`src/rtl/tcc_pkg.sv`:
```
// shared types and constants of the tile constraint collapse core
package tcc_pkg;

   localparam int ROW_W    = 4;
   localparam int COL_W    = 4;
   localparam int ADDR_W   = ROW_W + COL_W;
   localparam int CELLS    = 1 << ADDR_W;
   localparam int NUM_ROWS = 1 << ROW_W;
   localparam int NUM_COLS = 1 << COL_W;
   localparam int TILES    = 8;
   localparam int TILE_W   = 3;
   localparam int TERM_W   = 16;
   localparam int ENT_W    = TERM_W + TILE_W;
   localparam int SIDES    = 4;
   localparam int SIDE_W   = 2;
   localparam int CNT_W    = ADDR_W + 1;
   localparam int RAND_W   = 31;
   localparam int DIM_W    = 5;
   localparam int NT_W     = 4;
   localparam int CSR_IDX_W = 2;

   localparam logic [CSR_IDX_W-1:0] CSR_ROWS  = 2'd0;
   localparam logic [CSR_IDX_W-1:0] CSR_COLS  = 2'd1;
   localparam logic [CSR_IDX_W-1:0] CSR_TILES = 2'd2;

   localparam logic [SIDE_W-1:0] SIDE_ABOVE = 2'd0;
   localparam logic [SIDE_W-1:0] SIDE_RIGHT = 2'd1;
   localparam logic [SIDE_W-1:0] SIDE_BELOW = 2'd2;
   localparam logic [SIDE_W-1:0] SIDE_LEFT  = 2'd3;

   typedef enum logic [2:0] {
      OP_LOAD_ADJ  = 3'd0,
      OP_LOAD_TERM = 3'd1,
      OP_CLEAR     = 3'd2,
      OP_STEP      = 3'd3,
      OP_READ      = 3'd4
   } op_type;

   typedef enum logic [3:0] {
      S_IDLE, S_CLEAR, S_SCAN1, S_DRAIN1, S_CHECK, S_DIVC, S_SCAN2, S_DRAIN2,
      S_TSTART, S_DIVT, S_FIX, S_NB_RD, S_NB_WR, S_RD, S_RESP
   } state_type;

   typedef struct packed {
      logic              fixed;
      logic [TILE_W-1:0] tile;
      logic [TILES-1:0]  mask;
      logic [ENT_W-1:0]  ent;
   } cell_type;

   typedef struct packed {
      logic [2:0]        op;
      logic [TILE_W-1:0] tile_index;
      logic [SIDE_W-1:0] side;
      logic [TILES-1:0]  allowed_mask;
      logic [TERM_W-1:0] entropy_term;
      logic [ROW_W-1:0]  row_sel;
      logic [COL_W-1:0]  col_sel;
      logic [RAND_W-1:0] rand_cell;
      logic [RAND_W-1:0] rand_tile;
   } req_type;

   typedef struct packed {
      logic              finished;
      logic [ROW_W-1:0]  cell_row;
      logic [COL_W-1:0]  cell_col;
      logic [TILE_W-1:0] cell_tile;
      logic              is_collapsed;
      logic [TILES-1:0]  possible_mask;
   } rsp_type;

   typedef struct packed {
      logic capture;
      logic scan_reset;
      logic scan_issue;
      logic scan_pass2;
      logic clear_write;
      logic div_start;
      logic div_tile;
      logic take_pick;
      logic take_tsel;
      logic fix_write;
      logic nb_read;
      logic nb_write;
      logic cell_read;
      logic rsp_load;
   } cmd_type;

   typedef struct packed {
      logic scan_last;
      logic clear_last;
      logic found;
      logic div_done;
      logic nb_last;
      logic rsp_free;
   } sts_type;

endpackage

```
`src/rtl/tcc_ctrl.sv`:
```
// sequencer for load, clear, step and read operations
module tcc_ctrl import tcc_pkg::*; (
   input  logic       clock,
   input  logic       reset,
   input  logic       req_valid,
   input  logic [2:0] req_op,
   output logic       req_ready,
   input  sts_type    sts,
   output cmd_type    cmd
);
   state_type state_ff, state_in;
   logic      accept;

   assign req_ready = (state_ff == S_IDLE);
   assign accept    = req_valid & req_ready;

   always_comb begin
      state_in = state_ff;
      unique case (state_ff)
         S_IDLE: begin
            if (accept) begin
               unique case (req_op)
                  OP_CLEAR: state_in = S_CLEAR;
                  OP_STEP:  state_in = S_SCAN1;
                  OP_READ:  state_in = S_RD;
                  default:  state_in = S_IDLE;
               endcase
            end
         end
         S_CLEAR:  if (sts.clear_last) state_in = S_IDLE;
         S_SCAN1:  if (sts.scan_last) state_in = S_DRAIN1;
         // last read of the first pass lands at the end of the drain cycle
         S_DRAIN1: state_in = S_CHECK;
         S_CHECK:  state_in = sts.found ? S_DIVC : S_RESP;
         S_DIVC:   if (sts.div_done) state_in = S_SCAN2;
         S_SCAN2:  if (sts.scan_last) state_in = S_DRAIN2;
         S_DRAIN2: state_in = S_TSTART;
         S_TSTART: state_in = S_DIVT;
         S_DIVT:   if (sts.div_done) state_in = S_FIX;
         S_FIX:    state_in = S_NB_RD;
         S_NB_RD:  state_in = S_NB_WR;
         S_NB_WR:  state_in = sts.nb_last ? S_RESP : S_NB_RD;
         S_RD:     state_in = S_RESP;
         S_RESP:   if (sts.rsp_free) state_in = S_IDLE;
         default:  state_in = S_IDLE;
      endcase
   end

   always_comb begin
      cmd = '0;
      unique case (state_ff)
         S_IDLE: begin
            cmd.capture    = accept;
            cmd.scan_reset = accept;
         end
         S_CLEAR:  cmd.clear_write = 1'b1;
         S_SCAN1:  cmd.scan_issue  = 1'b1;
         S_DRAIN1: cmd = '0;
         S_CHECK:  cmd.div_start   = sts.found;
         S_DIVC: begin
            cmd.take_pick  = sts.div_done;
            cmd.scan_reset = sts.div_done;
         end
         S_SCAN2: begin
            cmd.scan_issue = 1'b1;
            cmd.scan_pass2 = 1'b1;
         end
         S_DRAIN2: cmd.scan_pass2 = 1'b1;
         S_TSTART: begin
            cmd.div_start = 1'b1;
            cmd.div_tile  = 1'b1;
         end
         S_DIVT:   cmd.take_tsel = sts.div_done;
         S_FIX:    cmd.fix_write = 1'b1;
         S_NB_RD:  cmd.nb_read   = 1'b1;
         S_NB_WR:  cmd.nb_write  = 1'b1;
         S_RD:     cmd.cell_read = 1'b1;
         S_RESP:   cmd.rsp_load  = sts.rsp_free;
         default:  cmd = '0;
      endcase
   end

   always_ff @(posedge clock) begin
      if (reset) begin
         state_ff <= S_IDLE;
      end else begin
         state_ff <= state_in;
      end
   end

   assert property (@(posedge clock) disable iff (reset)
      cmd.rsp_load |-> sts.rsp_free)
      else $error("response loaded over an untaken transfer");
   assert property (@(posedge clock) disable iff (reset)
      state_ff == S_SCAN2 |-> sts.found)
      else $error("second pass without a minimum");
   assert property (@(posedge clock) disable iff (reset)
      (state_ff == S_DIVT && sts.div_done) |=> state_ff == S_FIX)
      else $error("tile choice not followed by fix");
endmodule

```
`config.mk`:
```
export PLATFORM = sky130hd
export DESIGN_NAME = tcc_ctrl
export DESIGN_NICKNAME = d
export VERILOG_FILES = /design/src/rtl/tcc_pkg.sv /design/src/rtl/tcc_ctrl.sv
export SDC_FILE = /design/constraint.sdc
export NUM_CORES = 1
export LEC_CHECK = 0
export ABC_AREA = 1
export BUFFER_PORTS_ARGS = -buffer_cell sky130_fd_sc_hd__buf_2
export CAP_MARGIN = 20
export CELL_PAD_IN_SITES_DETAIL_PLACEMENT = 1
export CELL_PAD_IN_SITES_GLOBAL_PLACEMENT = 1
export CORE_MARGIN = 2
export CORE_UTILIZATION = 25
export DETAILED_ROUTE_END_ITERATION = 6
export PLACE_DENSITY = 0.82
export SLEW_MARGIN = 5
export SYNTH_ARGS = -nofsm -noshare
export SYNTH_HDL_FRONTEND = slang
export SYNTH_SLANG_ARGS = --single-unit
```
`constraint.sdc`:
```
create_clock -name clock -period 1.3 [get_ports clock]
set_clock_uncertainty 0.2 [all_clocks]
set_input_delay 0.26 -clock clock [delete_from_list [all_inputs] [get_ports clock]]
set_output_delay 0.26 -clock clock [all_outputs]
set_load 0.02 [all_outputs]
```
==> flow_metrics.py, run 1 <==
metrics = {
    "detailed_routing": {
        "viasPerCell": 4.59,
        "vias": 923,
        "ant_nets": 0,
        "drt_iter0_markers": 2,
        "wl_per_cell_um": 13.6,
        "dr.pass1.iters": 4,
        "wirelength_um": 2740,
        "route.detailed.drc": 0,
    },
    "timing": {
        "setup_viol": 19,
        "drv_slew": 0,
        "fmax_mhz": 584,
        "fin_tns_setup_ps": -6400,
        "maxSlewHeadroom_pct": 78.8,
        "worst_slack_ps": -412,
        "finalHoldViolations": 0,
        "rsz0062_at_grt": "yes",
        "hold_slack_ps": 17.6,
        "worst_pin_slew_ps": 317,
        "fin_crit_ps": 1710,
        "post-route-period-util_pct": 132,
    },
    "die": {
        "die_h_um": 51.6,
        "ios": 27,
        "core_um2": 2170,
        "die-area_um2": 2660,
        "num_rows": 17,
        "die_w_um": 51.6,
        "initial_core_util_pct": 26.1,
    },
    "synth": {
        "yosys_warnings": 0,
        "synth_nets": 124,
        "ys_types": 17,
        "syn_area_um2": 567,
        "syn_area_per_cell_um2": 5.06,
        "synthCells": 112,
        "yosys_register_bits": 4,
        "ys_seq_area_share_pct": 14.1,
    },
    "global_routing": {
        "antenna_found_initial": 0,
        "grt_usage_pct": 21.6,
        "grt_max_degree": 9,
        "grt_pass1_vias": 943,
        "grt_pass1_wl_um": 4220,
        "grt_overflow": 0,
    },
    "pwr": {
        "p_leak_nw": 0.705,
        "power_density_nw_per_um2": 1810,
        "ir_drop_mv": 1.31,
    },
    "clock_network": {
        "clkTransAtPathRegs_ps": 50,
        "cts_root_buffer": "clkbuf_4",
        "htreeDepth": 1,
        "cts.path.max_buffers": 2,
        "tritoncts": "done",
        "hold_buffers": 0,
        "clock_sink_count": 4,
        "clk_latency_ps": 250,
        "numCtsBuffers": 3,
    },
    "worst_setup_path": {
        "start_kind": "register",
        "path_delay_family": "flip-flops",
        "path_cells": "inv_2 > nor2_4 > nand2_4 > buf_6 > nor2_4 > buf_6",
        "end_kind": "primary output",
        "slowest_stage": "dfxtp_4",
        "critPathMaxStageDelay_ps": 410,
        "path_buf_inv": 3,
        "r2r_start": "state_ff[2]",
        "reg2reg_depth": 10,
        "reg2reg_to": "state_ff[0]",
        "path_max_fanout": 5,
        "worstSetupPathType": "reg2out",
        "worst-r2r-setup-slack_ps": -330,
        "cp_data_required_time_ps": 840,
        "cp.arrival_ps": 1250,
    },
    "run_status": {
        "status": "complete, but fails checks",
        "violations": "setup timing",
    },
    "worst_hold_path": {
        "hold_end": "state_ff[3]",
        "hold_start": "reset",
        "whs_path_depth": 2,
        "hp-class": "in2reg",
    },
    "finish": {
        "top_regs": "state_ff (4)",
        "area_growth_pct": 135,
        "largest_reg_flops": 4,
        "antenna_cells": 0,
        "largest_register": "state_ff",
        "drive_above_1_share_pct": 64.7,
        "nNetsFinal": 186,
        "fillers": 286,
    },
    "place": {
        "dp_hpwl_um": 1820,
        "gp_congestion": 0.934,
        "io_buffers": 26,
    },
    "flow_run": {
        "maxCapViolations": 0,
    },
}
[worst max-delay path by stage]
| stage | cells after the start | start | endpoint |
|---|---|---|---|
| detailed placement | 8 | state_ff[2] | state_ff[1] |
| finish | 6 | state_ff[3] | cmd[5] |
| CTS | 4 | state_ff[1] | cmd[12] |
| global route | 5 | state_ff[2] | cmd[8] |
| global placement | 8 | state_ff[2] | state_ff[0] |
| floorplan | 4 | state_ff[1] | cmd[12] |
[layer usage]
metal  vias to the layer above  part of all wire [%]  track usage [%]
met5                         -                     0                0
met4                         0                   2.3             6.14
met3                         6                   4.3             4.60
met2                        31                    54             42.3
met1                       419                    39             22.8
li1                        467                     -                -
[cell usage in the layout (no fill, tap or decap), drive strengths merged]
master / count
a21oi: 6
buf: 59
clkbuf: 4
dfxtp: 4
inv: 19
nand2: 34
nand3: 11
nand3b: 1
nor2: 29
nor3: 1
nor4: 1
o21ai: 2
o22ai: 2
[cell type report]
type                    count  area (µm²)  share of cell area [%]
multi-input cells          87         593                    44.6
repair buffers             59         499                    37.5
flip-flops and latches      4        95.1                    7.15
inverters                  19        81.3                    6.11
well taps                  28        35.0                    2.63
clock buffers               4        26.3                    1.98
[where the power goes]
group | total (mW) | internal [mW] | switching [mW]
Combinational | 1.94 | 0.922 | 1.02
Sequential | 0.288 | 0.181 | 0.107
Clock | 0.186 | 0.116 | 0.0693
[cell families after synthesis]
group                  count (synthesis)  share of synthesized area [%]
and+or+nand+nor                       77                           61.8
DFF                                    4                           14.1
AOI/OAI and AO/OA                     10                           9.27
buffers and inverters                 21                           14.8
[what timing repair did]
action                                  in CTS  in global routing
endpoints found under the setup margin      19                 19
gates resized for setup                     38                 24
pin swaps                                   12                 14
setup buffers                               14                  4
[synthesized netlist by cell type]
| cell | n | area [µm²] |
|---|---|---|
| a21oi_1 | 6 | 30.0 |
| buf_2 | 1 | 5.00 |
| buf_4 | 1 | 7.51 |
| dfxtp_1 | 4 | 80.1 |
| inv_1 | 13 | 48.8 |
| inv_2 | 6 | 22.5 |
| nand2_1 | 28 | 105 |
| nand2_2 | 6 | 37.5 |
| nand3_1 | 11 | 55.1 |
| nand3b_1 | 1 | 7.51 |
| nor2_1 | 23 | 86.3 |
| nor2_2 | 4 | 25.0 |
| nor2_4 | 2 | 22.5 |
| nor3_1 | 1 | 5.00 |
| nor4_1 | 1 | 6.26 |
| o21ai_0 | 2 | 10.0 |
| o22ai_1 | 2 | 12.5 |
[per-stage QoR]
stage / area (µm²) / cells / utilization, % / power, mW / worst slack (ps)
2_1_floorplan: 702 / 112 / - / 1.16 / -91.5
3_3_place_gp: 970 / 179 / 44.7 / 1.52 / -389
3_5_place_dp: 970 / 179 / 44.7 / 1.55 / -424
4_1_cts: 1220 / 197 / 56.1 / 2.22 / -401
5_1_grt: 1330 / 201 / 61.3 / 2.59 / -483
6_report: 1330 / 201 / 61.3 / 2.41 / -412
Note: power is estimated with default switching activity, not from simulation.
==> inputs of run 2 (changes only) <==
--- a/config.mk
+++ b/config.mk
@@ -11,10 +11,10 @@
 export CELL_PAD_IN_SITES_DETAIL_PLACEMENT = 1
 export CELL_PAD_IN_SITES_GLOBAL_PLACEMENT = 1
 export CORE_MARGIN = 2
-export CORE_UTILIZATION = 25
+export CORE_UTILIZATION = 27
+export CTS_CLUSTER_SIZE = 14
 export DETAILED_ROUTE_END_ITERATION = 6
-export PLACE_DENSITY = 0.82
-export SLEW_MARGIN = 5
+export PLACE_DENSITY = 0.84
 export SYNTH_ARGS = -nofsm -noshare
 export SYNTH_HDL_FRONTEND = slang
 export SYNTH_SLANG_ARGS = --single-unit
==> constraint.sdc (replaced) <==
create_clock -name clock -period 1.95 [get_ports clock]
set_clock_uncertainty 0.2 [all_clocks]
set_input_delay 0.39 -clock clock [delete_from_list [all_inputs] [get_ports clock]]
set_output_delay 0.39 -clock clock [all_outputs]
set_load 0.02 [all_outputs]
==> flow_metrics.py, run 2 (synthesis gave the netlist of run 1 again) <==
metrics = {
    "run_status": {
        "status": "finished, final reports clean",
    },
    "clock_network": {
        "tritoncts": "done",
        "htreeDepth": 1,
        "cts_root_buffer": "clkbuf_4",
        "clkTransAtPathRegs_ps": 50,
        "numCtsBuffers": 3,
        "clock_sink_count": 4,
        "cts.path.max_buffers": 2,
        "hold_buffers": 0,
        "clk_latency_ps": 250,
    },
    "worst_setup_path": {
        "path_cells": "inv_2 > nor2_2 > nand2_1 > nand2_1 > buf_2",
        "cpMostUsedCell": "nand2_1",
        "worstSetupPathType": "reg2out",
        "slowest_stage": "dfxtp_2",
        "path_buf_inv": 2,
        "critPathMaxStageDelay_ps": 440,
        "cp.arrival_ps": 1300,
        "path_delay_family": "flip-flops",
        "path_max_fanout": 7,
        "start_kind": "register",
        "cp_data_required_time_ps": 1360,
        "end_kind": "primary output",
    },
    "timing": {
        "rsz0062_at_grt": "yes",
        "finalHoldViolations": 0,
        "fin_tns_setup_ps": 0,
        "setup_viol": 0,
        "worst_slack_ps": 57.9,
        "hold_slack_ps": 140,
        "post-route-period-util_pct": 97.0,
        "maxSlewHeadroom_pct": 81.5,
        "worst_pin_slew_ps": 276,
        "fin_crit_ps": 1890,
        "drv_slew": 0,
        "fmax_mhz": 529,
    },
    "detailed_routing": {
        "ant_nets": 0,
        "viasPerCell": 4.71,
        "drt_iter0_markers": 6,
        "route.detailed.drc": 0,
        "dr.pass1.iters": 4,
        "vias": 796,
        "wirelength_um": 2070,
        "wl_per_cell_um": 12.3,
    },
    "die": {
        "die_h_um": 49.8,
        "ios": 27,
        "die_w_um": 49.8,
        "core_um2": 1960,
        "num_rows": 16,
        "die-area_um2": 2480,
        "initial_core_util_pct": 28.9,
    },
    "finish": {
        "top_regs": "state_ff (4)",
        "layout_common_cells": "27 x nand2_1, 25 x buf_2, 22 x nor2_1",
        "largest_reg_flops": 4,
        "drive_above_1_share_pct": 39.4,
        "fillers": 307,
        "area_growth_pct": 38.6,
        "fin_util_pct": 40.1,
        "nNetsFinal": 156,
        "largest_register": "state_ff",
        "layout.cells.most_common": "nand2_1",
        "antenna_cells": 0,
    },
    "global_routing": {
        "grtUsageMet3_pct": 2.12,
        "grt_pass1_wl_um": 3370,
        "grt_pass1_vias": 784,
        "grt_usage_pct": 17.5,
        "grt_use_met1_pct": 21.0,
        "antenna_found_initial": 0,
        "grt_max_degree": 10,
        "grtUsageMet2_pct": 31.6,
        "grt_overflow": 0,
        "top_usage_layer": "met2",
    },
    "pwr": {
        "p_int_uw": 438,
        "p_leak_nw": 0.461,
        "p_seq_share_pct": 19.0,
        "total_power_uw": 983,
        "p_sw_uw": 545,
        "power_density_nw_per_um2": 1250,
        "switching_share_pct": 55.4,
        "p_comb_share_pct": 69.7,
        "ir_drop_mv": 0.491,
        "clkPwrFrac_pct": 11.3,
    },
    "place": {
        "io_buffers": 26,
        "pre_cts_slack_ps": 169,
        "gp_congestion": 0.845,
        "dp_hpwl_um": 1650,
    },
    "flow_run": {
        "maxCapViolations": 0,
    },
    "worst_hold_path": {
        "hp-class": "in2reg",
    },
}
-- run 2: changes by cell type in the layout (fill, tap and decap cells not counted), sizes merged --
cell / previous run / this run
buf: 59 / 29
clkbuf: 4 / 3
-- run 2: area by class of cell --
cell class,count,area (µm²),area share [%]
timing repair buffer,29,155,19.7
multi-input combinational,87,413,52.5
sequential,4,90.1,11.5
inverter,19,71.3,9.08
clock buffer,3,22.5,2.87
tap,27,33.8,4.30
-- run 2: repair_timing --
action / in CTS / in global routing
resized for setup: 4 / 6
pin swaps: 1 / 1
setup buffers: 2 / 1
endpoints found under the setup margin: 4 / 6
-- run 2: power groups by stage --
stage | sequential (mW) | clock, mW | combinational [mW]
floorplan | 0.133 | 0 | 0.475
global placement | 0.167 | 0 | 0.585
detailed placement | 0.172 | 0 | 0.599
CTS | 0.176 | 0.109 | 0.646
global route | 0.193 | 0.116 | 0.757
finish | 0.187 | 0.111 | 0.685
-- run 2: path summary, 6_finish.rpt --
check | from | endpoint | slack, ps | cells after the start
worst max-delay path | state_ff[3] | cmd[8] | 60 | 5
worst min-delay path | reset | state_ff[0] | 140 | 2
worst max register to register | state_ff[1] | state_ff[1] | 280 | 8
worst min register to register | state_ff[0] | state_ff[0] | 330 | 2
-- run 2: through the flow --
step | std cells | cell area [µm²]
after detailed placement | 163 | 718
final | 169 | 786
after CTS | 168 | 762
after global routing | 169 | 786
after global placement | 163 | 718
after floorplan | 112 | 567
-- run 2: layer usage --
layer	vias up	routed length, µm
li1	405	-
met1	361	896
met2	28	1070
met3	2	98
met4	0	12
met5	-	0
==> inputs of run 3 (changes only) <==
--- a/config.mk
+++ b/config.mk
@@ -6,7 +6,7 @@
 export NUM_CORES = 1
 export LEC_CHECK = 0
 export ABC_AREA = 1
-export BUFFER_PORTS_ARGS = -buffer_cell sky130_fd_sc_hd__buf_2
+export BUFFER_PORTS_ARGS = -buffer_cell sky130_fd_sc_hd__buf_4
 export CAP_MARGIN = 20
 export CELL_PAD_IN_SITES_DETAIL_PLACEMENT = 1
 export CELL_PAD_IN_SITES_GLOBAL_PLACEMENT = 1
==> flow_metrics.py, run 3 (synthesis gave the netlist of run 1 again) <==
metrics = {
    "finish": {
        "fillers": 306,
        "largest_reg_flops": 4,
        "area_growth_pct": 47.9,
        "nNetsFinal": 156,
        "largest_register": "state_ff",
        "antenna_cells": 0,
        "layout.cells.most_common": "buf_4",
        "top_regs": "state_ff (4)",
        "layout_common_cells": "29 x buf_4, 28 x nand2_1, 22 x nor2_1",
        "design_area_um2": 838,
        "drive_above_1_share_pct": 38.7,
    },
    "detailed_routing": {
        "route.detailed.drc": 0,
        "ant_nets": 0,
        "dr.pass1.iters": 4,
        "vias": 776,
        "wl_per_cell_um": 11.4,
        "drt_iter0_markers": 3,
        "viasPerCell": 4.59,
        "wirelength_um": 1940,
    },
    "worst_setup_path": {
        "path_buf_inv": 2,
        "critPathMaxStageDelay_ps": 390,
        "reg2reg_to": "state_ff[1]",
        "cp_data_required_time_ps": 1360,
        "end_kind": "primary output",
        "start_kind": "register",
        "path_delay_family": "flip-flops",
        "r2r_start": "state_ff[1]",
        "slowest_stage": "dfxtp_2",
        "worstSetupPathType": "reg2out",
        "path_cells": "inv_2 > nor2_4 > nand2_2 > o22ai_1 > buf_4",
        "path_max_fanout": 5,
        "worst-r2r-setup-slack_ps": 330,
        "cp.arrival_ps": 1260,
        "reg2reg_depth": 8,
    },
    "timing": {
        "post-route-period-util_pct": 94.8,
        "rsz0062_at_grt": "no",
        "finalHoldViolations": 0,
        "maxSlewHeadroom_pct": 83.7,
        "fin_crit_ps": 1850,
        "fmax_mhz": 541,
        "setup_viol": 0,
        "worst_pin_slew_ps": 244,
        "hold_slack_ps": 125,
        "fin_tns_setup_ps": 0,
        "drv_slew": 0,
        "worst_slack_ps": 102,
    },
    "run_status": {
        "status": "finished, final reports clean",
    },
    "die": {
        "ios": 27,
        "die-area_um2": 2480,
        "die_h_um": 49.8,
        "core_um2": 1960,
        "die_w_um": 49.8,
        "num_rows": 16,
        "initial_core_util_pct": 28.9,
    },
    "flow_run": {
        "maxCapViolations": 0,
    },
    "place": {
        "io_buffers": 26,
        "gp_congestion": 0.842,
        "dp_hpwl_um": 1640,
        "pre_cts_slack_ps": 182,
        "placed_cell_area_um2": 783,
    },
    "global_routing": {
        "grt_max_degree": 10,
        "grt_pass1_wl_um": 3310,
        "grt_overflow": 0,
        "grt_usage_pct": 17.0,
        "grt_pass1_vias": 777,
        "antenna_found_initial": 0,
    },
    "worst_hold_path": {
        "hold_start": "reset",
        "hold_end": "state_ff[3]",
        "whs_path_depth": 2,
        "hp-class": "in2reg",
    },
    "clock_network": {
        "tritoncts": "done",
        "htreeDepth": 1,
        "clock_sink_count": 4,
        "clkTransAtPathRegs_ps": 40,
        "cts.path.max_buffers": 2,
        "clk_latency_ps": 240,
        "numCtsBuffers": 3,
        "cts_root_buffer": "clkbuf_4",
    },
    "pwr": {
        "total_power_uw": 989,
        "p_leak_nw": 0.469,
        "power_density_nw_per_um2": 1180,
        "ir_drop_mv": 0.568,
    },
}
run 3: cell count changes in the layout (fill, tap and decap cells not counted):
cell	before	now
nor2_4	3	2
buf_2	25	0
nand2_2	7	6
buf_4	4	29
nor2_2	4	5
dfxtp_2	2	3
dfxtp_4	2	1
nand2_1	27	28
run 3: final cells by class:
class,count,area (µm²),share of cell area [%]
Clock buffer,3,22.5,2.69
Inverter,19,71.3,8.51
Timing Repair Buffer,29,218,26.0
Multi-Input combinational cell,87,405,48.4
Tap cell,27,33.8,4.03
Sequential cell,4,87.6,10.4
run 3: through the flow:
step	std cells	util (%)
2_1_floorplan	112	-
4_1_cts	169	42.5
5_1_grt	169	42.7
3_3_place_gp	163	39.9
6_report	169	42.7
3_5_place_dp	163	39.9
run 3: worst max path at each step:
stage	startpoint	end	slack, ps	depth (start not counted)
global route	state_ff[2]	cmd[12]	9	4
CTS	state_ff[1]	cmd[8]	20	5
detailed placement	state_ff[1]	state_ff[1]	180	8
floorplan	state_ff[0]	cmd[9]	160	2
finish	state_ff[0]	cmd[12]	100	5
global placement	state_ff[1]	cmd[12]	240	4
run 3: what timing repair did:
item                                    in CTS  in global routing
hold buffers                                 0                  0
setup buffers                                3                  0
resized for setup                            4                  2
hold endpoints to repair                     0                  0
endpoints found under the setup margin       3                  4
pin swaps                                    1                  0
run 3: metal layers:
layer | part of all wire, % | GRT usage (%) | up-vias
li1 | - | - | 404
met1 | 45 | 20.8 | 348
met2 | 50 | 30.0 | 24
met3 | 5.0 | 3.03 | 0
met4 | 0 | 4.63 | 0
met5 | 0 | 0 | -
run 3: where the power goes:
part / total, mW / switching, mW / internal [mW]
Combinational: 0.704 / 0.421 / 0.282
Sequential: 0.180 / 0.0653 / 0.114
Clock: 0.105 / 0.0364 / 0.0690
Total: 0.989 / 0.523 / 0.466
